==> config.mk <==
export PLATFORM = sky130hd
export DESIGN_NAME = pffc_gain
export DESIGN_NICKNAME = d
export VERILOG_FILES = /design/src/hw/rtl/pffc_pkg.sv /design/src/hw/rtl/pffc_gain.sv
export SDC_FILE = /design/constraint.sdc
export NUM_CORES = 1
export LEC_CHECK = 0
export ABC_AREA = 0
export BUFFER_PORTS_ARGS = -buffer_cell sky130_fd_sc_hd__buf_4
export CAP_MARGIN = 10
export CORE_AREA = 2 2 161 163
export CTS_CLUSTER_DIAMETER = 100
export DETAILED_ROUTE_END_ITERATION = 10
export DIE_AREA = 0 0 163 165
export GPL_ROUTABILITY_DRIVEN = 0
export PLACE_DENSITY = 0.6
export SLEW_MARGIN = 25
export SYNTH_ARGS = -nofsm -noshare
export SYNTH_HDL_FRONTEND = slang
export SYNTH_SLANG_ARGS = --single-unit
==> constraint.sdc <==
create_clock -name clk -period 12.15 [get_ports clk]
set_input_delay 3.0375 -clock clk [delete_from_list [all_inputs] [get_ports clk]]
set_output_delay 3.0375 -clock clk [all_outputs]
set_load 0.005 [all_outputs]
==> src/hw/rtl/pffc_pkg.sv <==
// Shared types, constants and helper functions of the PCM frame format converter.
package pffc_pkg;

  // Frame geometry.
  localparam int LANES        = 8;
  localparam int SAMPLE_W     = 16;
  localparam int CNT_W        = 4;
  localparam int GAIN_W       = 16;
  localparam int MAX_CHANNELS = 8;
  localparam int DATA_W       = LANES * SAMPLE_W;

  // Downmix arithmetic: a sum of eight 16-bit samples needs 19 bits.
  localparam int SUM_W       = SAMPLE_W + 3;
  localparam int RECIP_SHIFT = 20;
  localparam int RECIP_W     = 20;
  localparam int DM_PROD_W   = SUM_W + RECIP_W;
  localparam int QD_W        = SUM_W + CNT_W;

  // Gain arithmetic in unsigned Q4.12.
  localparam int GAIN_FRAC    = 12;
  localparam int GAIN_PROD_W  = SAMPLE_W + GAIN_W + 1;
  localparam logic [GAIN_W-1:0] UNITY_GAIN = GAIN_W'(1 << GAIN_FRAC);

  // Configuration register indexes.
  localparam int REG_IDX_W = 3;
  localparam logic [REG_IDX_W-1:0] REG_IN_IS_8BIT   = 3'd0;
  localparam logic [REG_IDX_W-1:0] REG_IN_CHANNELS  = 3'd1;
  localparam logic [REG_IDX_W-1:0] REG_OUT_CHANNELS = 3'd2;
  localparam logic [REG_IDX_W-1:0] REG_OUT_IS_8BIT  = 3'd3;
  localparam logic [REG_IDX_W-1:0] REG_GAIN         = 3'd4;

  // Reciprocals floor(2^20 / d) for the downmix divisors.
  localparam logic [RECIP_W-1:0] RECIP_2 = RECIP_W'((1 << RECIP_SHIFT) / 2);
  localparam logic [RECIP_W-1:0] RECIP_3 = RECIP_W'((1 << RECIP_SHIFT) / 3);
  localparam logic [RECIP_W-1:0] RECIP_4 = RECIP_W'((1 << RECIP_SHIFT) / 4);
  localparam logic [RECIP_W-1:0] RECIP_5 = RECIP_W'((1 << RECIP_SHIFT) / 5);
  localparam logic [RECIP_W-1:0] RECIP_6 = RECIP_W'((1 << RECIP_SHIFT) / 6);
  localparam logic [RECIP_W-1:0] RECIP_7 = RECIP_W'((1 << RECIP_SHIFT) / 7);
  localparam logic [RECIP_W-1:0] RECIP_8 = RECIP_W'((1 << RECIP_SHIFT) / 8);

  // Upper byte of every lane; must be clear in 8-bit output mode.
  localparam logic [DATA_W-1:0] OUT_HI_MASK = {LANES{16'hFF00}};

  typedef logic signed [SAMPLE_W-1:0] sample_t;
  typedef logic [LANES-1:0][SAMPLE_W-1:0] lanes_t;

  // Decoded configuration shared by all pipeline stages.
  typedef struct packed {
    logic              in_is_8bit;
    logic [CNT_W-1:0]  ic;
    logic [CNT_W-1:0]  oc;
    logic              out_is_8bit;
    logic [GAIN_W-1:0] gain;
    logic              downmix;
    logic              mono;
    logic              unity;
  } cfg_t;

  // Channel count as used: zero acts as one, large counts saturate.
  function automatic logic [CNT_W-1:0] eff_count(input logic [CNT_W-1:0] c);
    logic [CNT_W-1:0] r;
    if (c == '0) begin
      r = CNT_W'(1);
    end else if (c > CNT_W'(MAX_CHANNELS)) begin
      r = CNT_W'(MAX_CHANNELS);
    end else begin
      r = c;
    end
    return r;
  endfunction

  // Reciprocal lookup for the downmix divider.
  function automatic logic [RECIP_W-1:0] recip(input logic [CNT_W-1:0] d);
    logic [RECIP_W-1:0] r;
    case (d)
      4'd3:    r = RECIP_3;
      4'd4:    r = RECIP_4;
      4'd5:    r = RECIP_5;
      4'd6:    r = RECIP_6;
      4'd7:    r = RECIP_7;
      4'd8:    r = RECIP_8;
      default: r = RECIP_2;
    endcase
    return r;
  endfunction

endpackage

==> src/hw/rtl/pffc_gain.sv <==
// One gain lane: Q4.12 product registered, then truncation toward zero and clamp, or bypass at unity.
module pffc_gain (
  input  logic                          clk,
  input  logic                          en,
  input  logic [pffc_pkg::GAIN_W-1:0]   gain,
  input  logic                          unity,
  input  pffc_pkg::sample_t             s_in,
  output pffc_pkg::sample_t             g
);

  logic signed [pffc_pkg::GAIN_PROD_W-1:0] prod_r;
  pffc_pkg::sample_t                       s_r;
  logic signed [pffc_pkg::GAIN_PROD_W-1:0] biased;
  logic signed [pffc_pkg::GAIN_PROD_W-1:0] scaled;

  always_ff @(posedge clk) begin
    if (en) begin
      prod_r <= $signed(s_in) * $signed({1'b0, gain});
      s_r    <= s_in;
    end
  end

  // Negative products get a bias so the arithmetic shift rounds toward zero.
  always_comb begin
    if (prod_r < 0) begin
      biased = prod_r + pffc_pkg::GAIN_PROD_W'((1 << pffc_pkg::GAIN_FRAC) - 1);
    end else begin
      biased = prod_r;
    end
    scaled = biased >>> pffc_pkg::GAIN_FRAC;
    if (unity) begin
      g = s_r;
    end else if (scaled > pffc_pkg::GAIN_PROD_W'(32767)) begin
      g = 16'sd32767;
    end else if (scaled < -pffc_pkg::GAIN_PROD_W'(32767)) begin
      g = -16'sd32767;
    end else begin
      g = scaled[pffc_pkg::SAMPLE_W-1:0];
    end
  end

endmodule

==> impl_metrics.json <==
{
  "ir_worst_vdd_v": 0.000315,
  "finalCritPeriodShare_pct": 72.5,
  "boundaryPins": 51,
  "post_synth_instance_area_sq_um": 11200,
  "synth.area.top_cells": "fa_1 (35%), ha_1 (14%), edfxtp_1 (13%)",
  "dr_wl_cell_um": 17.1,
  "result_of_the_run": "completed",
  "fillers": 2437,
  "worstMarginPinSlew_ns": 0.635,
  "critPathRequiredTime_ns": 12.27,
  "largest_family_of_logic_cells_by_synthesized_area": "adder cells",
  "post-synth-top-area-cell": "fa_1",
  "number_of_placed_instances_taps_included": 1541,
  "relSlewSlack_pct": 57.2,
  "hpwlAfterDp_um": 20800,
  "drv_cap": 0,
  "synth.area.mux_share_pct": 0.224,
  "max_h_tree_level": 2,
  "timing.setup.tns_ns": 0,
  "synth_area_in_simple_gates_pct": 16.7,
  "avgSynthCellArea_sq_um": 9.35,
  "synth.net_count": 1547,
  "synth-async-reset-ratio_pct": 0,
  "post_cts_repair_resize_count": 0,
  "cts_made_buffers": 5,
  "synth_enable_flop_cells": 49,
  "number_of_vias_after_detailed_routing": 7950,
  "final_cell_mix": "inv_1 (284), fa_1 (194), nand2_1 (149)",
  "synth_seq_area_share_pct": 13.2,
  "drt-initial-drc-count": 435,
  "maximum_net_fanout_on_the_critical_path": 11,
  "grt_usage_pct": 20.8,
  "synth_seq_cells": 49,
  "layout.cells.most_common": "inv_1",
  "remaining_drc_errors": 0,
  "tritoncts": "yes",
  "area_growth_syn_to_fin_pct": 7.05,
  "power_mw": 3.55,
  "power.density_cell_area_nw_per_um2": 296,
  "chip_height_um": 165,
  "synth_xor_area_share_pct": 2.98,
  "worstHoldPathType": "in -> reg",
  "number_of_antenna_violations_at_the_first_check_in_global_routing": 0,
  "start_kind": "input port",
  "num-nets-final": 1569,
  "slew_violations": 0,
  "synth_warnings": 0,
  "initial_utilization_pct": 44.7,
  "grt_start_max_net_pins": 50,
  "syn_inst_count": 1196,
  "max_freq_ghz": 0.113,
  "post_drt_via_cell_ratio": 5.13,
  "timing.setup.critical_path_class": "in -> reg",
  "share_of_final_layout_standard_cells_stronger_than_drive_strength_1_pct": 7.55,
  "io_buffer_count": 50,
  "row_count": 58,
  "cts.reportedPaths.clkPinSlew_ns": 0.06,
  "drt_pass1_iterations": 5,
  "drt-total-wl_um": 26600,
  "leakagePower_nw": 6.02,
  "rsz0062_at_grt": "false",
  "min_period_ns": 8.81,
  "dieWidth_um": 163,
  "cts_num_sinks": 49,
  "setup_viol_count_final": 0,
  "netlist_cell_types": 67,
  "final_report_hold_violation_count": 0,
  "placeableCoreArea_sq_um": 25000,
  "crit_path_end_kind": "flip-flop",
  "drt.antenna.violating_nets": 0,
  "synth_compound_area_share_pct": 7.61,
  "library_cell_used_as_clock_root_buffer": "clkbuf_16",
  "postCtsSetupRepairBufs": 0,
  "whs_ns": 3.10,
  "first_pass_grt_wire_length_um": 43600,
  "cp.arrival_ns": 8.94,
  "ctsLongestPathBuffers": 2,
  "post_synthesis_share_of_cell_area_spent_on_full_adders_half_adders_and_majority_gates_pct": 48.4,
  "globalRoute.totalOverflow": 0,
  "fp.dieArea_sq_um": 26900,
  "n_antenna_cell": 0,
  "cts_hold_buf": 0,
  "instances_no_fill": 1549,
  "ys_dominant_reg_cell": "edfxtp_1",
  "vias_in_the_first_global_route": 8292,
  "synth_top_cell_area_share_pct": 34.7
}
## registers in the layout (all words and copies together) (netlist names)
name    cells
s_r        16
prod_r     33
## worst max-delay path, stage by stage
cell and delay, ns:
buf_4 0.20, clkinv_1 0.37, nor2_1 0.27, fa_1 0.46, fa_1 0.48, fa_1 0.52, fa_1 0.44, fa_1 0.49
inv_1 0.05, fa_1 0.47, inv_1 0.04, ha_1 0.33, a21o_1 0.17, a21oi_1 0.16, o21ai_0 0.11, a21oi_1 0.25
a21oi_2 0.11, a221o_2 0.44, mux2_4 0.31, nor4_2 0.22
## path summary, 6_finish.rpt
check	from	to	depth (start not counted)
hold / removal	s_in[15]	s_r[15]	1
setup / recovery	s_in[15]	prod_r[31]	20
## power by group
group	switching [mW]	internal (mW)
sequential	0.0526	0.399
clock	0.0614	0.0766
combinational	1.72	1.24
total	1.83	1.72
## synth_stat cells (all sizes together), types with 2 or more instances
| cell | instances |
|---|---|
| and2 | 117 |
| a21oi | 37 |
| fa | 194 |
| or3 | 5 |
| xnor2 | 22 |
| buf | 3 |
| xor2 | 16 |
| nor2 | 29 |
| nand3 | 9 |
| a31oi | 4 |
| o21a | 18 |
| nand4 | 6 |
| clkbuf | 32 |
| a21o | 11 |
| nand2b | 9 |
| a211oi | 6 |
| o21ai | 13 |
| edfxtp | 49 |
| and3 | 9 |
| nor2b | 3 |
| nand2 | 149 |
| inv | 285 |
| o211ai | 4 |
| or4 | 2 |
| o21bai | 3 |
| nor3 | 6 |
| nor4 | 8 |
| nor4b | 2 |
| ha | 122 |
## through the flow
step / worst slack, ns / area (sq um) / utilization (%)
6_report: 3.34 / 12000 / 47.8
3_5_place_dp: 3.09 / 11800 / 47.2
2_1_floorplan: 3.53 / 11200 / -
4_1_cts: 3.39 / 12000 / 47.8
3_3_place_gp: 3.14 / 11800 / 47.2
5_1_grt: 3.12 / 12000 / 47.8
## cells by family (layout without fill, tap and decap cells)
kind of cell    Yosys count  after routing
flops                    49             49
xor+xnor                 38             38
mux                       2              2
simple gates            357            357
fa+ha+maj               316            316
buf+inv                 321            344
compound gates          113            113
## routing by layer
layer	vias to the layer above	routed length (um)	GRT usage, %
met2	165	13300	36.6
met3	36	789	1.33
li1	3720	-	-
met1	4029	12000	28.4
met4	0	459	4.30
met5	-	0	0
## final cells by class
cell class                      count  area [sq um]  area share [%]
Clock inverter                      3          21.3           0.178
Clock buffer                        5           125            1.05
Sequential cell                    49          1470            12.3
Tap cell                          330           413            3.45
Multi-Input combinational cell    826          8490            70.9
Inverter                          286          1070            8.97
Timing Repair Buffer               50           375            3.14
No activity file was read; power rests on OpenSTA's default activity.
