File: config.mk
export PLATFORM = sky130hd
export DESIGN_NAME = pffc_downmix
export DESIGN_NICKNAME = d
export VERILOG_FILES = /design/src/hw/rtl/pffc_pkg.sv /design/src/hw/rtl/pffc_downmix.sv
export SDC_FILE = /design/constraint.sdc
export NUM_CORES = 1
export LEC_CHECK = 0
export BUFFER_PORTS_ARGS = -buffer_cell sky130_fd_sc_hd__buf_2
export CAP_MARGIN = 20
export CORE_MARGIN = 5
export CORE_UTILIZATION = 60
export CTS_BUF_LIST = sky130_fd_sc_hd__clkbuf_8
export DETAILED_ROUTE_END_ITERATION = 8
export PLACE_DENSITY = 0.8
export SKIP_LAST_GASP = 1
export SLEW_MARGIN = 10
export SYNTH_ARGS = -nofsm -noshare
export SYNTH_HDL_FRONTEND = slang
export SYNTH_SLANG_ARGS = --single-unit
File: constraint.sdc
create_clock -name clk -period 18.1 [get_ports clk]
set_input_delay 3.62 -clock clk [delete_from_list [all_inputs] [get_ports clk]]
set_output_delay 3.62 -clock clk [all_outputs]
set_load 0.005 [all_outputs]
File: src/hw/rtl/pffc_pkg.sv
// Shared types, constants and helper functions of the PCM frame format converter.
package pffc_pkg;

  // Frame geometry.
  localparam int LANES        = 8;
  localparam int SAMPLE_W     = 16;
  localparam int CNT_W        = 4;
  localparam int GAIN_W       = 16;
  localparam int MAX_CHANNELS = 8;
  localparam int DATA_W       = LANES * SAMPLE_W;

  // Downmix arithmetic: a sum of eight 16-bit samples needs 19 bits.
  localparam int SUM_W       = SAMPLE_W + 3;
  localparam int RECIP_SHIFT = 20;
  localparam int RECIP_W     = 20;
  localparam int DM_PROD_W   = SUM_W + RECIP_W;
  localparam int QD_W        = SUM_W + CNT_W;

  // Gain arithmetic in unsigned Q4.12.
  localparam int GAIN_FRAC    = 12;
  localparam int GAIN_PROD_W  = SAMPLE_W + GAIN_W + 1;
  localparam logic [GAIN_W-1:0] UNITY_GAIN = GAIN_W'(1 << GAIN_FRAC);

  // Configuration register indexes.
  localparam int REG_IDX_W = 3;
  localparam logic [REG_IDX_W-1:0] REG_IN_IS_8BIT   = 3'd0;
  localparam logic [REG_IDX_W-1:0] REG_IN_CHANNELS  = 3'd1;
  localparam logic [REG_IDX_W-1:0] REG_OUT_CHANNELS = 3'd2;
  localparam logic [REG_IDX_W-1:0] REG_OUT_IS_8BIT  = 3'd3;
  localparam logic [REG_IDX_W-1:0] REG_GAIN         = 3'd4;

  // Reciprocals floor(2^20 / d) for the downmix divisors.
  localparam logic [RECIP_W-1:0] RECIP_2 = RECIP_W'((1 << RECIP_SHIFT) / 2);
  localparam logic [RECIP_W-1:0] RECIP_3 = RECIP_W'((1 << RECIP_SHIFT) / 3);
  localparam logic [RECIP_W-1:0] RECIP_4 = RECIP_W'((1 << RECIP_SHIFT) / 4);
  localparam logic [RECIP_W-1:0] RECIP_5 = RECIP_W'((1 << RECIP_SHIFT) / 5);
  localparam logic [RECIP_W-1:0] RECIP_6 = RECIP_W'((1 << RECIP_SHIFT) / 6);
  localparam logic [RECIP_W-1:0] RECIP_7 = RECIP_W'((1 << RECIP_SHIFT) / 7);
  localparam logic [RECIP_W-1:0] RECIP_8 = RECIP_W'((1 << RECIP_SHIFT) / 8);

  // Upper byte of every lane; must be clear in 8-bit output mode.
  localparam logic [DATA_W-1:0] OUT_HI_MASK = {LANES{16'hFF00}};

  typedef logic signed [SAMPLE_W-1:0] sample_t;
  typedef logic [LANES-1:0][SAMPLE_W-1:0] lanes_t;

  // Decoded configuration shared by all pipeline stages.
  typedef struct packed {
    logic              in_is_8bit;
    logic [CNT_W-1:0]  ic;
    logic [CNT_W-1:0]  oc;
    logic              out_is_8bit;
    logic [GAIN_W-1:0] gain;
    logic              downmix;
    logic              mono;
    logic              unity;
  } cfg_t;

  // Channel count as used: zero acts as one, large counts saturate.
  function automatic logic [CNT_W-1:0] eff_count(input logic [CNT_W-1:0] c);
    logic [CNT_W-1:0] r;
    if (c == '0) begin
      r = CNT_W'(1);
    end else if (c > CNT_W'(MAX_CHANNELS)) begin
      r = CNT_W'(MAX_CHANNELS);
    end else begin
      r = c;
    end
    return r;
  endfunction

  // Reciprocal lookup for the downmix divider.
  function automatic logic [RECIP_W-1:0] recip(input logic [CNT_W-1:0] d);
    logic [RECIP_W-1:0] r;
    case (d)
      4'd3:    r = RECIP_3;
      4'd4:    r = RECIP_4;
      4'd5:    r = RECIP_5;
      4'd6:    r = RECIP_6;
      4'd7:    r = RECIP_7;
      4'd8:    r = RECIP_8;
      default: r = RECIP_2;
    endcase
    return r;
  endfunction

endpackage

File: src/hw/rtl/pffc_downmix.sv
// Merging stage: averages the active lanes into lane 0 when a downmix is needed.
// Stage 2 sums, stage 3 multiplies the magnitude by a reciprocal, stage 4
// corrects the quotient and restores the sign.
module pffc_downmix (
  input  logic             clk,
  input  logic             en2,
  input  logic             en3,
  input  logic             en4,
  input  pffc_pkg::cfg_t   cfg,
  input  pffc_pkg::lanes_t lanes_in,
  output pffc_pkg::lanes_t lanes_r
);

  logic signed [pffc_pkg::SUM_W-1:0]     sum_nxt;
  logic signed [pffc_pkg::SUM_W-1:0]     sum2_r;
  pffc_pkg::lanes_t                      lanes2_r;
  logic        [pffc_pkg::SUM_W-1:0]     mag_nxt;
  logic        [pffc_pkg::SUM_W-1:0]     mag3_r;
  logic        [pffc_pkg::DM_PROD_W-1:0] prod3_r;
  logic                                  neg3_r;
  pffc_pkg::lanes_t                      lanes3_r;
  logic        [pffc_pkg::SUM_W-1:0]     q_est;
  logic        [pffc_pkg::SUM_W-1:0]     q_fix;
  logic        [pffc_pkg::QD_W-1:0]      qd;
  logic        [pffc_pkg::QD_W-1:0]      rem;
  logic        [pffc_pkg::SUM_W-1:0]     avg;
  pffc_pkg::lanes_t                      lanes_nxt;

  // Sum of the active input lanes.
  always_comb begin
    sum_nxt = '0;
    for (int i = 0; i < pffc_pkg::LANES; i++) begin
      if (pffc_pkg::CNT_W'(i) < cfg.ic) begin
        sum_nxt = sum_nxt + pffc_pkg::SUM_W'($signed(lanes_in[i]));
      end
    end
  end

  always_ff @(posedge clk) begin
    if (en2) begin
      sum2_r   <= sum_nxt;
      lanes2_r <= lanes_in;
    end
  end

  // Magnitude times floor(2^20 / count); the estimate is low by at most one.
  assign mag_nxt = sum2_r[pffc_pkg::SUM_W-1] ? pffc_pkg::SUM_W'(-sum2_r)
                                             : pffc_pkg::SUM_W'(sum2_r);

  always_ff @(posedge clk) begin
    if (en3) begin
      mag3_r   <= mag_nxt;
      neg3_r   <= sum2_r[pffc_pkg::SUM_W-1];
      prod3_r  <= pffc_pkg::DM_PROD_W'(mag_nxt) *
                  pffc_pkg::DM_PROD_W'(pffc_pkg::recip(cfg.ic));
      lanes3_r <= lanes2_r;
    end
  end

  // One correction step, then the sign; the quotient truncates toward zero.
  always_comb begin
    q_est = prod3_r[pffc_pkg::DM_PROD_W-1:pffc_pkg::RECIP_SHIFT];
    qd    = pffc_pkg::QD_W'(q_est) * pffc_pkg::QD_W'(cfg.ic);
    rem   = pffc_pkg::QD_W'(mag3_r) - qd;
    if (rem >= pffc_pkg::QD_W'(cfg.ic)) begin
      q_fix = q_est + pffc_pkg::SUM_W'(1);
    end else begin
      q_fix = q_est;
    end
    avg = neg3_r ? pffc_pkg::SUM_W'(-q_fix) : q_fix;
    lanes_nxt = lanes3_r;
    if (cfg.downmix) begin
      lanes_nxt[0] = avg[pffc_pkg::SAMPLE_W-1:0];
    end
  end

  always_ff @(posedge clk) begin
    if (en4) begin
      lanes_r <= lanes_nxt;
    end
  end

endmodule

==> reports/results.txt <==
Status = finished, final reports clean
Register area share after synthesis = 0.371
Syn Nets = 4103
Synth-to-Final Area Change = 9.60%
Worst clock skew = 0.0268 ns
Root buffer cell = clkbuf_8
Max_slew headroom = 0.280
Vias per cell = 5.84
Layout cell share with drive strength beyond 1 = 0.128
Buf+Inv Stages, Crit Path = 2
Fin nets = 4380
Worst-skew pair later-pin latency = 0.66 ns
Endpoint, Worst Hold = lanes_r[94]
CP max FO = 24
Startpoint Class = input port
Largest area contributor in the netlist = edfxtp_1
Fill count = 4430
Mapped cell area = 0.0358 mm2
First-pass DRT Iterations = 8
Synth top area share = 0.371
Crit-path leading delay family = compound AO/OA/AOI/OAI gates
Final Wtd Congestion = 1.01
Total CTS buffers = 71
CORE AREA = 0.0590 mm2
CP Data Required Time = 18.50 ns
Critical path class = input port to flip-flop
GR Overflow Total = 0
Routed Antenna Nets = 0
Initial Util = 0.606
Overall routing resource usage = 0.288
Top_reg_cell synth = edfxtp_1
Min-delay worst type = flip-flop to flip-flop
Full die area = 0.0646 mm2
Clock transition at path regs = 0.06 ns
Crit path depth = 50
Post-synth top cells = 473 x inv_1, 442 x edfxtp_1, 343 x fa_1
Reg-to-reg slack, setup = 8.29 ns
Hold-critical path depth = 0
Initial antenna violation count = 7
Hold-fix buffers, CTS = 0
Die X = 254 um
WL/cell = 21.1 um
Max-slew violations = 0
Row count = 89
RR Startpoint = sum2_r[0]
CP arrival = 15.64 ns
Main area contributors after synthesis = edfxtp_1 37%, fa_1 19%, ha_1 10%
R2r worst-path depth = 29
Reg2Reg Capture Point = prod3_r[38]
Post-synth ARST share = 0
Max Freq = 65.6 MHz
Tcrit/Tclk final = 0.842
Total Wirelength = 93.0 mm
Post-route minimum period = 15.24 ns
Drt initial violations = 2367
Post-synth EDFFs = 442
Post-Syn Instances = 3309
Final Hold Viols = 0
Footprint of the multi-input gates = 0.0203 mm2
Most numerous cell in the Yosys netlist = inv_1
HPWL Detailed = 74.6 mm
CTS tree = done
Vias in the first global route = 25869
CTS H-tree depth = 3
Yosys cell types = 101
Reg area = 0.0133 mm2
Crit. End Element = flip-flop
IO Count = 289
Clk sinks = 442
Beginning of the worst hold path = lanes3_r[94]
Worst slew pin tran = 1.08 ns
Seq cells post-synth = 442
Slowest-stage cell, CP = or4_1
Worst path max stage delay = 0.88 ns
Final Setup Violations = 0
Largest net degree at the start of global routing = 91
DR DRC count = 0
Warnings from Yosys = 0
Post-CTS sizing = 0
Die height = 254 um
First-pass GRT wire length = 143 mm
RSZ-0062 raised after global routing = no
Final setup TNS = 0 ns
Max Cap Viol = 0
DR vias = 25797
I/O Buffers = 264
# Post-CTS Setup Buffers = 0
Clock buffer depth = 3
Mean Syn Cell Area = 10.8 um2
how the worst max path moves through the flow:
stage                     startpoint          to
after floorplan              cfg[24]  sum2_r[18]
after detailed placement     cfg[27]  sum2_r[18]
after global routing         cfg[24]  sum2_r[18]
after global placement       cfg[27]  sum2_r[18]
final                        cfg[24]  sum2_r[18]
after CTS                    cfg[27]  sum2_r[18]
layout make-up:
type	count	share of cell area
inverters	481	0.0460
clock buffers	71	0.0249
flip-flops and latches	442	0.338
well taps	773	0.0247
repair buffers	290	0.0391
clock inverters	53	0.00893
diodes	5	0.000319
multi-input cells	2300	0.518
sequential cells by signal, summed over array words and instances, names as in the netlist:
name,count
lanes2_r,128
lanes3_r,128
lanes_r,128
mag3_r,19
neg3_r,1
prod3_r,19
sum2_r,19
layout by cell type, fill, tap and decap left out, types with 56 or more instances in the layout:
master and n:
inv_1 485, edfxtp_1 442, fa_1 343, nand2_1 331, ha_1 290, nor2_1 273
buf_2 261, a21oi_1 152, o21ai_0 105, xnor2_1 100, clkbuf_8 71, xor2_1 62
nand3_1 56
kinds of logic (layout without fill, tap and decap cells):
family          count (synthesis)  in the layout  synth area share
simple gates                  887            887             0.112
fa+ha+maj                     636            636             0.294
buf+inv                       567            895            0.0620
compound gates                562            562             0.105
flops                         442            442             0.371
xor+xnor                      163            163            0.0403
mux                            52             52            0.0157
other cells                     0              5                 0
through the flow:
| step | cell area [um2] | instances | hold slack [ns] | util | worst slack, ns |
|---|---|---|---|---|---|
| detailed placement | 37900 | 4284 | 0.405 | 0.641 | 2.30 |
| global placement | 37900 | 4284 | 0.400 | 0.641 | 2.54 |
| CTS | 39200 | 4408 | 0.399 | 0.664 | 2.97 |
| floorplan | 35800 | 3309 | 0.400 | - | 4.21 |
| global route | 39200 | 4415 | 0.409 | 0.664 | 2.01 |
| finish | 39200 | 4415 | 0.399 | 0.664 | 2.86 |
layer usage:
metal | part of all wire | up-vias | wire length (um) | GRT usage
li1 | - | 11859 | - | -
met1 | 0.40 | 12440 | 36900 | 0.389
met2 | 0.46 | 1243 | 43100 | 0.460
met3 | 0.098 | 253 | 9100 | 0.0690
met4 | 0.041 | 2 | 3830 | 0.109
met5 | 0.00012 | - | 11 | 0
Power is left out: the tool's default activity adds up to more than one toggle a clock period on the data nets, which glitch-free logic cannot reach.
