`src/hw/rtl/pffc_pkg.sv`:
```
// Shared types, constants and helper functions of the PCM frame format converter.
package pffc_pkg;

  // Frame geometry.
  localparam int LANES        = 8;
  localparam int SAMPLE_W     = 16;
  localparam int CNT_W        = 4;
  localparam int GAIN_W       = 16;
  localparam int MAX_CHANNELS = 8;
  localparam int DATA_W       = LANES * SAMPLE_W;

  // Downmix arithmetic: a sum of eight 16-bit samples needs 19 bits.
  localparam int SUM_W       = SAMPLE_W + 3;
  localparam int RECIP_SHIFT = 20;
  localparam int RECIP_W     = 20;
  localparam int DM_PROD_W   = SUM_W + RECIP_W;
  localparam int QD_W        = SUM_W + CNT_W;

  // Gain arithmetic in unsigned Q4.12.
  localparam int GAIN_FRAC    = 12;
  localparam int GAIN_PROD_W  = SAMPLE_W + GAIN_W + 1;
  localparam logic [GAIN_W-1:0] UNITY_GAIN = GAIN_W'(1 << GAIN_FRAC);

  // Configuration register indexes.
  localparam int REG_IDX_W = 3;
  localparam logic [REG_IDX_W-1:0] REG_IN_IS_8BIT   = 3'd0;
  localparam logic [REG_IDX_W-1:0] REG_IN_CHANNELS  = 3'd1;
  localparam logic [REG_IDX_W-1:0] REG_OUT_CHANNELS = 3'd2;
  localparam logic [REG_IDX_W-1:0] REG_OUT_IS_8BIT  = 3'd3;
  localparam logic [REG_IDX_W-1:0] REG_GAIN         = 3'd4;

  // Reciprocals floor(2^20 / d) for the downmix divisors.
  localparam logic [RECIP_W-1:0] RECIP_2 = RECIP_W'((1 << RECIP_SHIFT) / 2);
  localparam logic [RECIP_W-1:0] RECIP_3 = RECIP_W'((1 << RECIP_SHIFT) / 3);
  localparam logic [RECIP_W-1:0] RECIP_4 = RECIP_W'((1 << RECIP_SHIFT) / 4);
  localparam logic [RECIP_W-1:0] RECIP_5 = RECIP_W'((1 << RECIP_SHIFT) / 5);
  localparam logic [RECIP_W-1:0] RECIP_6 = RECIP_W'((1 << RECIP_SHIFT) / 6);
  localparam logic [RECIP_W-1:0] RECIP_7 = RECIP_W'((1 << RECIP_SHIFT) / 7);
  localparam logic [RECIP_W-1:0] RECIP_8 = RECIP_W'((1 << RECIP_SHIFT) / 8);

  // Upper byte of every lane; must be clear in 8-bit output mode.
  localparam logic [DATA_W-1:0] OUT_HI_MASK = {LANES{16'hFF00}};

  typedef logic signed [SAMPLE_W-1:0] sample_t;
  typedef logic [LANES-1:0][SAMPLE_W-1:0] lanes_t;

  // Decoded configuration shared by all pipeline stages.
  typedef struct packed {
    logic              in_is_8bit;
    logic [CNT_W-1:0]  ic;
    logic [CNT_W-1:0]  oc;
    logic              out_is_8bit;
    logic [GAIN_W-1:0] gain;
    logic              downmix;
    logic              mono;
    logic              unity;
  } cfg_t;

  // Channel count as used: zero acts as one, large counts saturate.
  function automatic logic [CNT_W-1:0] eff_count(input logic [CNT_W-1:0] c);
    logic [CNT_W-1:0] r;
    if (c == '0) begin
      r = CNT_W'(1);
    end else if (c > CNT_W'(MAX_CHANNELS)) begin
      r = CNT_W'(MAX_CHANNELS);
    end else begin
      r = c;
    end
    return r;
  endfunction

  // Reciprocal lookup for the downmix divider.
  function automatic logic [RECIP_W-1:0] recip(input logic [CNT_W-1:0] d);
    logic [RECIP_W-1:0] r;
    case (d)
      4'd3:    r = RECIP_3;
      4'd4:    r = RECIP_4;
      4'd5:    r = RECIP_5;
      4'd6:    r = RECIP_6;
      4'd7:    r = RECIP_7;
      4'd8:    r = RECIP_8;
      default: r = RECIP_2;
    endcase
    return r;
  endfunction

endpackage

```
`src/hw/rtl/pffc_front.sv`:
```
// One input lane: 8-bit unsigned samples widen to signed 16-bit, 16-bit samples pass through.
module pffc_front (
  input  logic              clk,
  input  logic              en,
  input  logic              in_is_8bit,
  input  pffc_pkg::sample_t raw,
  output pffc_pkg::sample_t s_r
);

  pffc_pkg::sample_t s_nxt;

  // (byte - 0x80) << 8 is the byte with its top bit flipped, placed high.
  always_comb begin
    if (in_is_8bit) begin
      s_nxt = {~raw[7], raw[6:0], 8'h00};
    end else begin
      s_nxt = raw;
    end
  end

  always_ff @(posedge clk) begin
    if (en) begin
      s_r <= s_nxt;
    end
  end

endmodule

```
`config.mk`:
```
export PLATFORM = sky130hd
export DESIGN_NAME = pffc_front
export DESIGN_NICKNAME = d
export VERILOG_FILES = /design/src/hw/rtl/pffc_pkg.sv /design/src/hw/rtl/pffc_front.sv
export SDC_FILE = /design/constraint.sdc
export NUM_CORES = 1
export LEC_CHECK = 0
export ABC_AREA = 1
export BUFFER_PORTS_ARGS = -buffer_cell sky130_fd_sc_hd__buf_2
export CAP_MARGIN = 40
export CORE_MARGIN = 3
export CORE_UTILIZATION = 42
export CTS_CLUSTER_DIAMETER = 80
export CTS_CLUSTER_SIZE = 28
export DETAILED_ROUTE_END_ITERATION = 12
export GPL_ROUTABILITY_DRIVEN = 0
export HOLD_SLACK_MARGIN = 0.05
export PLACE_DENSITY_LB_ADDON = 0.25
export SLEW_MARGIN = 5
export SYNTH_ARGS = -nofsm -noshare
export SYNTH_HDL_FRONTEND = slang
export SYNTH_SLANG_ARGS = --single-unit
```
`constraint.sdc`:
```
create_clock -name clk -period 0.8 [get_ports clk]
set_input_delay 0 -clock clk [delete_from_list [all_inputs] [get_ports clk]]
set_output_delay 0 -clock clk [all_outputs]
set_load 0.1 [all_outputs]
```
==> impl_metrics.env, run 1 <==
export IMPL_run_status="complete, but fails checks"
export IMPL_violations="negative setup slack"
export IMPL_clkTransAtPathRegs_ns=0.10
export IMPL_hold_violations=0
export IMPL_wire_per_inst_um=14.28
export IMPL_p_clk_share_pct=17.1
export IMPL_yosysWarnings=0
export IMPL_fmax_mhz=1094
export IMPL_n_antenna_cell=0
export IMPL_hp_start="raw[7]"
export IMPL_grt_remaining_overflow=0
export IMPL_grt_usage_pct=20.41
export IMPL_cts_setup_buffers=0
export IMPL_min_to="s_r[7]$_SDFFCE_PP0P_"
export IMPL_cts_max_path_buffers=2
export IMPL_fp_dieW_um=45.66
export IMPL_cts_buffers=3
export IMPL_grtUsageMet1_pct=23.21
export IMPL_worst_pin_slew_ns=0.3572
export IMPL_cts_tree="built"
export IMPL_cpPeakStageDelay_ns=0.44
export IMPL_grt_antenna_before_repair=0
export IMPL_grt_setup_unrepaired="true"
export IMPL_synthesis_nets=78
export IMPL_power_internal_mw=1.552
export IMPL_ys_ff_latch=16
export IMPL_core_area_sq_mm=0.001383
export IMPL_p_switching_uw=936.6
export IMPL_ir_drop_uv=1363
export IMPL_synth_area_sq_um=660.6
export IMPL_largest_reg_flops=16
export IMPL_crit_type="register to output port"
export IMPL_clockRootBuffer="clkbuf_4"
export IMPL_crit_required_ns=0.80
export IMPL_timing_hold_ws_ns=0.06506
export IMPL_drc=0
export IMPL_p_leak_nw=0.5969
export IMPL_dp_cells=108
export IMPL_critPathMaxFanout=1
export IMPL_dp_hpwl_mm=1.015
export IMPL_finalNonFillerCells=127
export IMPL_syn_area_per_cell_sq_um=11.20
export IMPL_drive_gt1_share_pct=35.71
export IMPL_nFillCells=49
export IMPL_hold_path_depth=3
export IMPL_cts_max_level=1
export IMPL_relSlewSlack_pct=76.19
export IMPL_ant_nets=0
export IMPL_p_seq_share_pct=42.9
export IMPL_largest_register="s_r"
export IMPL_met3_usage_pct=3.162
export IMPL_cts_sink_count=16
export IMPL_start_util_pct=47.78
export IMPL_end_kind="output port"
export IMPL_final_nets=132
export IMPL_viasPerCell=4.661
export IMPL_cp_slowest_cell="edfxtp_1"
export IMPL_use_met2_pct=38.72
export IMPL_num_vias=592
export IMPL_syn_inst=59
export IMPL_setup_violations=16
export IMPL_fp_dieArea_sq_mm=0.002085
export IMPL_power_density_mw_per_mm2=1983
export IMPL_critical_path_arrival_ns=0.91
export IMPL_period_share_pct=114.3
export IMPL_syn_to_final_growth_pct=89.96
export IMPL_portBuffers=34
export IMPL_maxSlewViolCount=0
export IMPL_grt_max_degree=17
export IMPL_top_regs="s_r x16"
export IMPL_ctsResizeCount=0
export IMPL_fin_crit_ns=0.9142
export IMPL_rows=13
export IMPL_top_usage_layer="met2"
export IMPL_min_path_type="primary input to register"
export IMPL_drt_iter0_markers=18
export IMPL_firstDrtPassIters=4
export IMPL_postLayoutSetupSlackWorst_ns=-0.1142
export IMPL_path_cells="buf_12"
export IMPL_critPathLaunchType="register"
export IMPL_wl_mm=1.814
export IMPL_grt_pass1_vias=608
export IMPL_grt_pass1_wl_mm=2.863
export IMPL_io_pins=35
export IMPL_ys_types=7
export IMPL_path_delay_family="flip-flops"
export IMPL_maxCapViolations=0
export IMPL_p_sw_share_pct=37.63
export IMPL_die_y_um=45.66
export IMPL_comb_power_share_pct=40.1
export IMPL_yosysSeqAreaShare_pct=72.73
export IMPL_path_buf_inv=1
synth_stat cells:
| cell | n | area share (%) |
|---|---|---|
| buf_6 | 1 | 1.7 |
| buf_8 | 1 | 2.3 |
| edfxtp_1 | 16 | 73 |
| inv_1 | 8 | 4.5 |
| inv_2 | 1 | 0.57 |
| nand2_1 | 24 | 14 |
| nor2_1 | 8 | 4.5 |
worst max path at each step:
| stage | from | to | slack (ns) | cells after the start |
|---|---|---|---|---|
| 2_1_floorplan | s_r[0]$_SDFFCE_PP0P_ | s_r[0] | -0.10 | 0 |
| 3_3_place_gp | in_is_8bit | s_r[12]$_DFFE_PP_ | 0.15 | 4 |
| 3_5_place_dp | in_is_8bit | s_r[13]$_DFFE_PP_ | 0.13 | 4 |
| 4_1_cts | s_r[13]$_DFFE_PP_ | s_r[13] | -0.11 | 1 |
| 5_1_grt | s_r[8]$_DFFE_PP_ | s_r[8] | -0.15 | 1 |
| 6_report | s_r[3]$_SDFFCE_PP0P_ | s_r[3] | -0.11 | 1 |
cell usage in the layout (no fill, tap or decap):
cell | netlist | final
edfxtp_1 | 16 | 16
clkbuf_4 | 0 | 3
buf_12 | 0 | 16
dlygate4sd3_1 | 0 | 15
nor2_1 | 8 | 8
nand2_1 | 24 | 24
inv_2 | 1 | 1
inv_1 | 8 | 8
clkinv_1 | 0 | 1
buf_4 | 0 | 2
buf_2 | 0 | 18
cells by family after synthesis:
family | after synthesis | synth area share (%)
simple gates | 32 | 18.18
flops | 16 | 72.73
buf+inv | 11 | 9.090
area by class of cell:
class                           count  area, sq um  share of cell area (%)
Timing Repair Buffer               51        575.6                   45.86
Sequential cell                    16        480.5                   38.29
Multi-Input combinational cell     32        120.1                   9.571
Inverter                            9        33.78                   2.692
Clock buffer                        3        22.52                   1.795
Tap cell                           15        18.77                   1.496
Clock inverter                      1        3.754                  0.2991
repair_timing:
item,4_1_cts,5_1_grt
hold buffers,15,0
pin swaps,0,0
setup endpoints to repair,16,16
endpoints found under the hold margin,12,0
metrics by stage:
step	cell area [sq um]	worst slack [ns]	power [mW]	setup TNS, ns	util [%]
global route	1255	-0.1455	2.566	-2.018	90.77
detailed placement	1079	0.1260	2.016	0	78.01
floorplan	660.6	-0.1040	1.626	-1.664	-
CTS	1255	-0.1090	2.477	-1.521	90.77
finish	1255	-0.1142	2.489	-1.510	90.77
global placement	1079	0.1519	2.002	0	78.01
power by group through the flow:
stage               Sequential [mW]  Clock (mW)  Combinational [mW]
CTS                            1.07       0.423               0.987
detailed placement             1.09           0               0.930
global placement               1.08           0               0.921
global route                   1.07       0.464                1.03
floorplan                      1.56           0              0.0687
finish                         1.07       0.425               0.997
per-layer routing:
metal | routed length (um) | share of wire, % | up-vias
li1 | - | - | 287
met2 | 979 | 54 | 33
met3 | 116 | 6.4 | 2
met5 | 0 | 0 | -
met4 | 9 | 0.50 | 0
met1 | 709 | 39 | 270
Power figures use the tool's default switching activity.
==> run 2: changes to the inputs <==
--- a/config.mk
+++ b/config.mk
@@ -5,7 +5,6 @@
 export SDC_FILE = /design/constraint.sdc
 export NUM_CORES = 1
 export LEC_CHECK = 0
-export ABC_AREA = 1
 export BUFFER_PORTS_ARGS = -buffer_cell sky130_fd_sc_hd__buf_2
 export CAP_MARGIN = 40
 export CORE_MARGIN = 3
==> impl_metrics.env, run 2 <==
export IMPL_synth_top_area_share_pct=71.38
export IMPL_synthMostInstantiatedCell="edfxtp_1"
export IMPL_setup_violations=22
export IMPL_ys_ff_latch=16
export IMPL_dp_cells=84
export IMPL_die_y_um=46.04
export IMPL_p_leak_nw=0.5137
export IMPL_maxCapViolations=0
export IMPL_violations="negative setup slack"
export IMPL_core_area_sq_mm=0.001399
export IMPL_clockRootBuffer="clkbuf_4"
export IMPL_crit_type="register to output port"
export IMPL_fin_crit_ns=0.9098
export IMPL_cp_slowest_cell="edfxtp_1"
export IMPL_n_antenna_cell=0
export IMPL_ys_types=8
export IMPL_cts_sink_count=16
export IMPL_num_vias=444
export IMPL_synth_xor_area_share_pct=0
export IMPL_grt_setup_unrepaired="true"
export IMPL_path_buf_inv=1
export IMPL_synthMuxAreaShare_pct=13.75
export IMPL_syn_area_per_cell_sq_um=19.23
export IMPL_synth_top_family_by_area="multiplexers"
export IMPL_yosysTopAreaCell="edfxtp_1"
export IMPL_min_to="s_r[12]$_DFFE_PP_"
export IMPL_postLayoutSetupSlackWorst_ns=-0.1098
export IMPL_synth_top_cells_by_count="edfxtp_1 (16), and2b_2 (8), mux2_2 (6)"
export IMPL_drt_iter0_markers=10
export IMPL_portBuffers=34
export IMPL_relSlewSlack_pct=77.27
export IMPL_drc=0
export IMPL_ant_nets=0
export IMPL_io_pins=35
export IMPL_cts_buffers=3
export IMPL_grt_pass1_wl_mm=2.090
export IMPL_synth_compound_area_share_pct=0
export IMPL_min_path_type="primary input to register"
export IMPL_hold_path_depth=2
export IMPL_power_density_mw_per_mm2=2063
export IMPL_grt_max_degree=17
export IMPL_pre_cts_ws_ns=-0.07973
export IMPL_wire_per_inst_um=13.20
export IMPL_fmax_mhz=1099
export IMPL_firstDrtPassIters=5
export IMPL_crit_required_ns=0.80
export IMPL_hp_start="raw[12]"
export IMPL_synth_fa_ha_area_share_pct=0
export IMPL_ys_top_cells_by_area="edfxtp_1 (71%), and2b_2 (10%), mux2_2 (10%)"
export IMPL_rows=13
export IMPL_highest_layer="met4"
export IMPL_ctsResizeCount=0
export IMPL_largest_reg_flops=16
export IMPL_cts_max_level=1
export IMPL_critical_path_arrival_ns=0.91
export IMPL_finalNonFillerCells=95
export IMPL_wl_met3_um=102
export IMPL_fp_dieArea_sq_mm=0.002119
export IMPL_critPathMaxFanout=1
export IMPL_grt_remaining_overflow=0
export IMPL_yosysWarnings=0
export IMPL_clkTransAtPathRegs_ns=0.09
export IMPL_grt_pass1_vias=468
export IMPL_async_reset_ff_share_pct=0
export IMPL_top_regs="s_r x16"
export IMPL_wl_met1_um=410
export IMPL_ir_drop_uv=1558
export IMPL_syn_inst=35
export IMPL_synthesis_nets=54
export IMPL_cts_tree="built"
export IMPL_path_delay_family="flip-flops"
export IMPL_hold_violations=0
export IMPL_synthSimpleGateAreaFrac_pct=10.41
export IMPL_critPathLaunchType="register"
export IMPL_wl_met2_um=728
export IMPL_synth_area_sq_um=673.1
export IMPL_largest_register="s_r"
export IMPL_total_power_mw=2.449
export IMPL_fp_dieW_um=46.04
export IMPL_yosysSeqAreaShare_pct=71.38
export IMPL_period_share_pct=113.7
export IMPL_viasPerCell=4.674
export IMPL_grt_antenna_before_repair=0
export IMPL_synth_edf_count=16
export IMPL_final_nets=100
export IMPL_cpPeakStageDelay_ns=0.43
export IMPL_syn_to_final_growth_pct=76.39
export IMPL_run_status="complete, but fails checks"
export IMPL_drive_gt1_share_pct=67.50
export IMPL_end_kind="output port"
export IMPL_wl_mm=1.254
export IMPL_path_cells="buf_12"
export IMPL_worst_pin_slew_ns=0.3409
export IMPL_nFillCells=67
export IMPL_final_cell_mix="buf_2 (18), buf_12 (16), edfxtp_1 (16)"
export IMPL_maxSlewViolCount=0
export IMPL_cts_max_path_buffers=2
export IMPL_grt_usage_pct=14.91
export IMPL_synthFlopType="edfxtp_1"
export IMPL_start_util_pct=48.12
export IMPL_final_common_cell="buf_2"
==> run 2: layout make-up <==
type | count | area, sq um | share of cell area, %
Clock buffer | 3 | 22.52 | 1.897
Sequential cell | 16 | 480.5 | 40.46
Tap cell | 15 | 18.77 | 1.581
Multi-Input combinational cell | 16 | 162.7 | 13.70
Inverter | 1 | 3.754 | 0.3161
Timing Repair Buffer | 43 | 495.5 | 41.73
Clock inverter | 1 | 3.754 | 0.3161
==> run 2: cell families after synthesis <==
group | after synthesis
buffers and inverters | 3
DFF | 16
muxes | 8
and+or+nand+nor | 8
==> run 2: worst max path at each step <==
stage,start,end,slack [ns],cells after the start
finish,s_r[15]$_DFFE_PP_,s_r[15],-0.11,1
global route,s_r[5]$_SDFFCE_PP0P_,s_r[5],-0.16,1
CTS,s_r[5]$_SDFFCE_PP0P_,s_r[5],-0.12,1
detailed placement,in_is_8bit,s_r[14]$_DFFE_PP_,-0.08,2
global placement,in_is_8bit,s_r[7]$_SDFFCE_PP0P_,-0.05,3
floorplan,s_r[0]$_SDFFCE_PP0P_,s_r[0],-0.10,0
==> run 2: what timing repair did <==
item | 4_1_cts | 5_1_grt
hold endpoints to repair | 16 | 14
pin swaps | 0 | 0
hold buffers | 7 | 6
endpoints found under the setup margin | 16 | 24
buffers inserted | 0 | 0
==> run 2: power by group <==
part / switching (mW) / internal, mW / total (mW)
combinational: 0.591 / 0.362 / 0.954
sequential: 0.0571 / 1.01 / 1.07
clock: 0.249 / 0.181 / 0.430
==> run 2: per-layer routing <==
metal / vias up / GRT usage (%)
met5: - / 0
met2: 22 / 27.75
met3: 2 / 7.115
li1: 217 / -
met4: 0 / 5.114
met1: 203 / 13.74
==> run 2: metrics by stage <==
| stage | area, sq um | utilization, % | setup TNS (ns) | hold WS (ns) |
|---|---|---|---|---|
| 2_1_floorplan | 673.1 | - | -1.664 | 0.1125 |
| 3_3_place_gp | 1091 | 78.00 | -0.3837 | 0.3023 |
| 3_5_place_dp | 1091 | 78.00 | -0.7016 | 0.3062 |
| 4_1_cts | 1187 | 84.88 | -2.181 | 0.006191 |
| 5_1_grt | 1187 | 84.88 | -2.598 | -0.0006427 |
| 6_report | 1187 | 84.88 | -1.932 | 0.01277 |
==> run 3: changes to the inputs <==
--- a/config.mk
+++ b/config.mk
@@ -6,7 +6,6 @@
 export NUM_CORES = 1
 export LEC_CHECK = 0
 export BUFFER_PORTS_ARGS = -buffer_cell sky130_fd_sc_hd__buf_2
-export CAP_MARGIN = 40
 export CORE_MARGIN = 3
 export CORE_UTILIZATION = 42
 export CTS_CLUSTER_DIAMETER = 80
@@ -15,6 +14,7 @@
 export GPL_ROUTABILITY_DRIVEN = 0
 export HOLD_SLACK_MARGIN = 0.05
 export PLACE_DENSITY_LB_ADDON = 0.25
+export REMOVE_ABC_BUFFERS = 1
 export SLEW_MARGIN = 5
 export SYNTH_ARGS = -nofsm -noshare
 export SYNTH_HDL_FRONTEND = slang
==> impl_metrics.env, run 3 (synthesized netlist as in run 2, its figures left out) <==
export IMPL_fin_area_sq_mm=0.001146
export IMPL_postLayoutSetupSlackWorst_ns=-0.1077
export IMPL_drt_iter0_markers=3
export IMPL_crit_required_ns=0.80
export IMPL_relSlewSlack_pct=76.73
export IMPL_fp_dieArea_sq_mm=0.002119
export IMPL_critPathLaunchType="register"
export IMPL_drive_gt1_share_pct=70.67
export IMPL_min_path_type="primary input to register"
export IMPL_p_sw_share_pct=36.31
export IMPL_cts_buffers=3
export IMPL_firstDrtPassIters=2
export IMPL_final_cell_mix="buf_2 (18), buf_12 (16), edfxtp_1 (16)"
export IMPL_grt_max_degree=17
export IMPL_path_cells="buf_12"
export IMPL_wire_per_inst_um=14.43
export IMPL_grt_usage_pct=13.87
export IMPL_maxCapViolations=0
export IMPL_ir_drop_uv=1291
export IMPL_clkTransAtPathRegs_ns=0.08
export IMPL_worst_pin_slew_ns=0.3490
export IMPL_run_status="complete, but fails checks"
export IMPL_ant_nets=0
export IMPL_end_kind="output port"
export IMPL_p_switching_uw=873.9
export IMPL_rows=13
export IMPL_cp_slowest_cell="edfxtp_1"
export IMPL_cpPeakStageDelay_ns=0.44
export IMPL_cts_tree="built"
export IMPL_hold_violations=0
export IMPL_num_vias=424
export IMPL_clockRootBuffer="clkbuf_4"
export IMPL_finalSetupTns_ns=-1.590
export IMPL_final_common_cell="buf_2"
export IMPL_final_nets=96
export IMPL_fin_crit_ns=0.9077
export IMPL_io_pins=35
export IMPL_drc=0
export IMPL_power_density_mw_per_mm2=2100
export IMPL_p_leak_nw=0.4948
export IMPL_cts_sink_count=16
export IMPL_setup_violations=20
export IMPL_n_antenna_cell=0
export IMPL_portBuffers=34
export IMPL_grt_setup_unrepaired="true"
export IMPL_fp_dieW_um=46.04
export IMPL_power_internal_mw=1.533
export IMPL_area_sequential_sq_um=480.5
export IMPL_cts_setup_buffers=0
export IMPL_viasPerCell=4.711
export IMPL_top_regs="s_r x16"
export IMPL_start_util_pct=48.12
export IMPL_crit_type="register to output port"
export IMPL_ctsResizeCount=0
export IMPL_core_area_sq_mm=0.001399
export IMPL_cts_max_level=1
export IMPL_syn_to_final_growth_pct=70.26
export IMPL_maxSlewViolCount=0
export IMPL_multi_input_area_sq_um=162.7
export IMPL_grt_antenna_before_repair=0
export IMPL_grt_remaining_overflow=0
export IMPL_grt_pass1_vias=437
export IMPL_largest_reg_flops=16
export IMPL_comb_power_share_pct=39.2
export IMPL_p_seq_share_pct=44.3
export IMPL_critPathMaxFanout=1
export IMPL_fmax_mhz=1102
export IMPL_place_area_sq_mm=0.001084
export IMPL_nFillCells=81
export IMPL_path_buf_inv=1
export IMPL_period_share_pct=113.5
export IMPL_violations="negative setup slack"
export IMPL_path_delay_family="flip-flops"
export IMPL_p_clk_share_pct=16.6
export IMPL_critical_path_arrival_ns=0.91
export IMPL_cts_max_path_buffers=2
export IMPL_wl_mm=1.299
export IMPL_grt_pass1_wl_mm=1.966
export IMPL_die_y_um=46.04
export IMPL_largest_register="s_r"
==> run 3: changes by cell type in the layout (fill, tap and decap cells not counted), sizes merged <==
cell and delta:
clkinv -1, dlygate4sd3 -3, buf -1
==> run 3: final timing paths <==
| check | from | to | slack (ns) | depth (start not counted) |
|---|---|---|---|---|
| worst min-delay path | raw[9] | s_r[9]$_DFFE_PP_ | 0.02 | 2 |
| worst max-delay path | s_r[11]$_DFFE_PP_ | s_r[11] | -0.11 | 1 |
==> run 3: through the flow <==
stage | std cells | worst slack [ns] | hold slack (ns) | power, mW | util [%]
finish | 90 | -0.1077 | 0.02451 | 2.407 | 81.93
global route | 90 | -0.1435 | 0.01692 | 2.495 | 81.93
CTS | 87 | -0.1252 | 0.01730 | 2.418 | 79.79
detailed placement | 83 | -0.1023 | 0.3073 | 2.021 | 77.46
global placement | 83 | -0.06702 | 0.3015 | 2.002 | 77.46
floorplan | 33 | -0.1040 | 0.1125 | 1.613 | -
==> run 3: layout make-up <==
type	instances	area share [%]
sequential	16	41.92
clock buffer	3	1.965
tap	15	1.638
multi-input combinational	16	14.19
timing repair buffer	39	39.96
inverter	1	0.3275
==> run 3: repair_timing <==
| item | CTS | global route |
|---|---|---|
| hold endpoints to repair | 16 | 14 |
| endpoints found under the setup margin | 16 | 16 |
| hold buffers | 1 | 3 |
==> run 3: routing by layer <==
metal  wire length [um]  GRT usage (%)  vias up  part of all wire (%)
met3                 78          3.953        2                   6.0
met4                 15          6.818        0                   1.2
met5                  0              0        -                     0
met2                777          27.47       20                    60
li1                   -              -      207                     -
met1                427          12.06      195                    33
==> run 3: power groups by stage <==
stage	clock, mW	sequential (mW)	combinational, mW
floorplan	0	1.56	0.0566
global placement	0	1.08	0.921
detailed placement	0	1.09	0.935
CTS	0.411	1.07	0.939
global route	0.453	1.07	0.971
finish	0.398	1.07	0.943
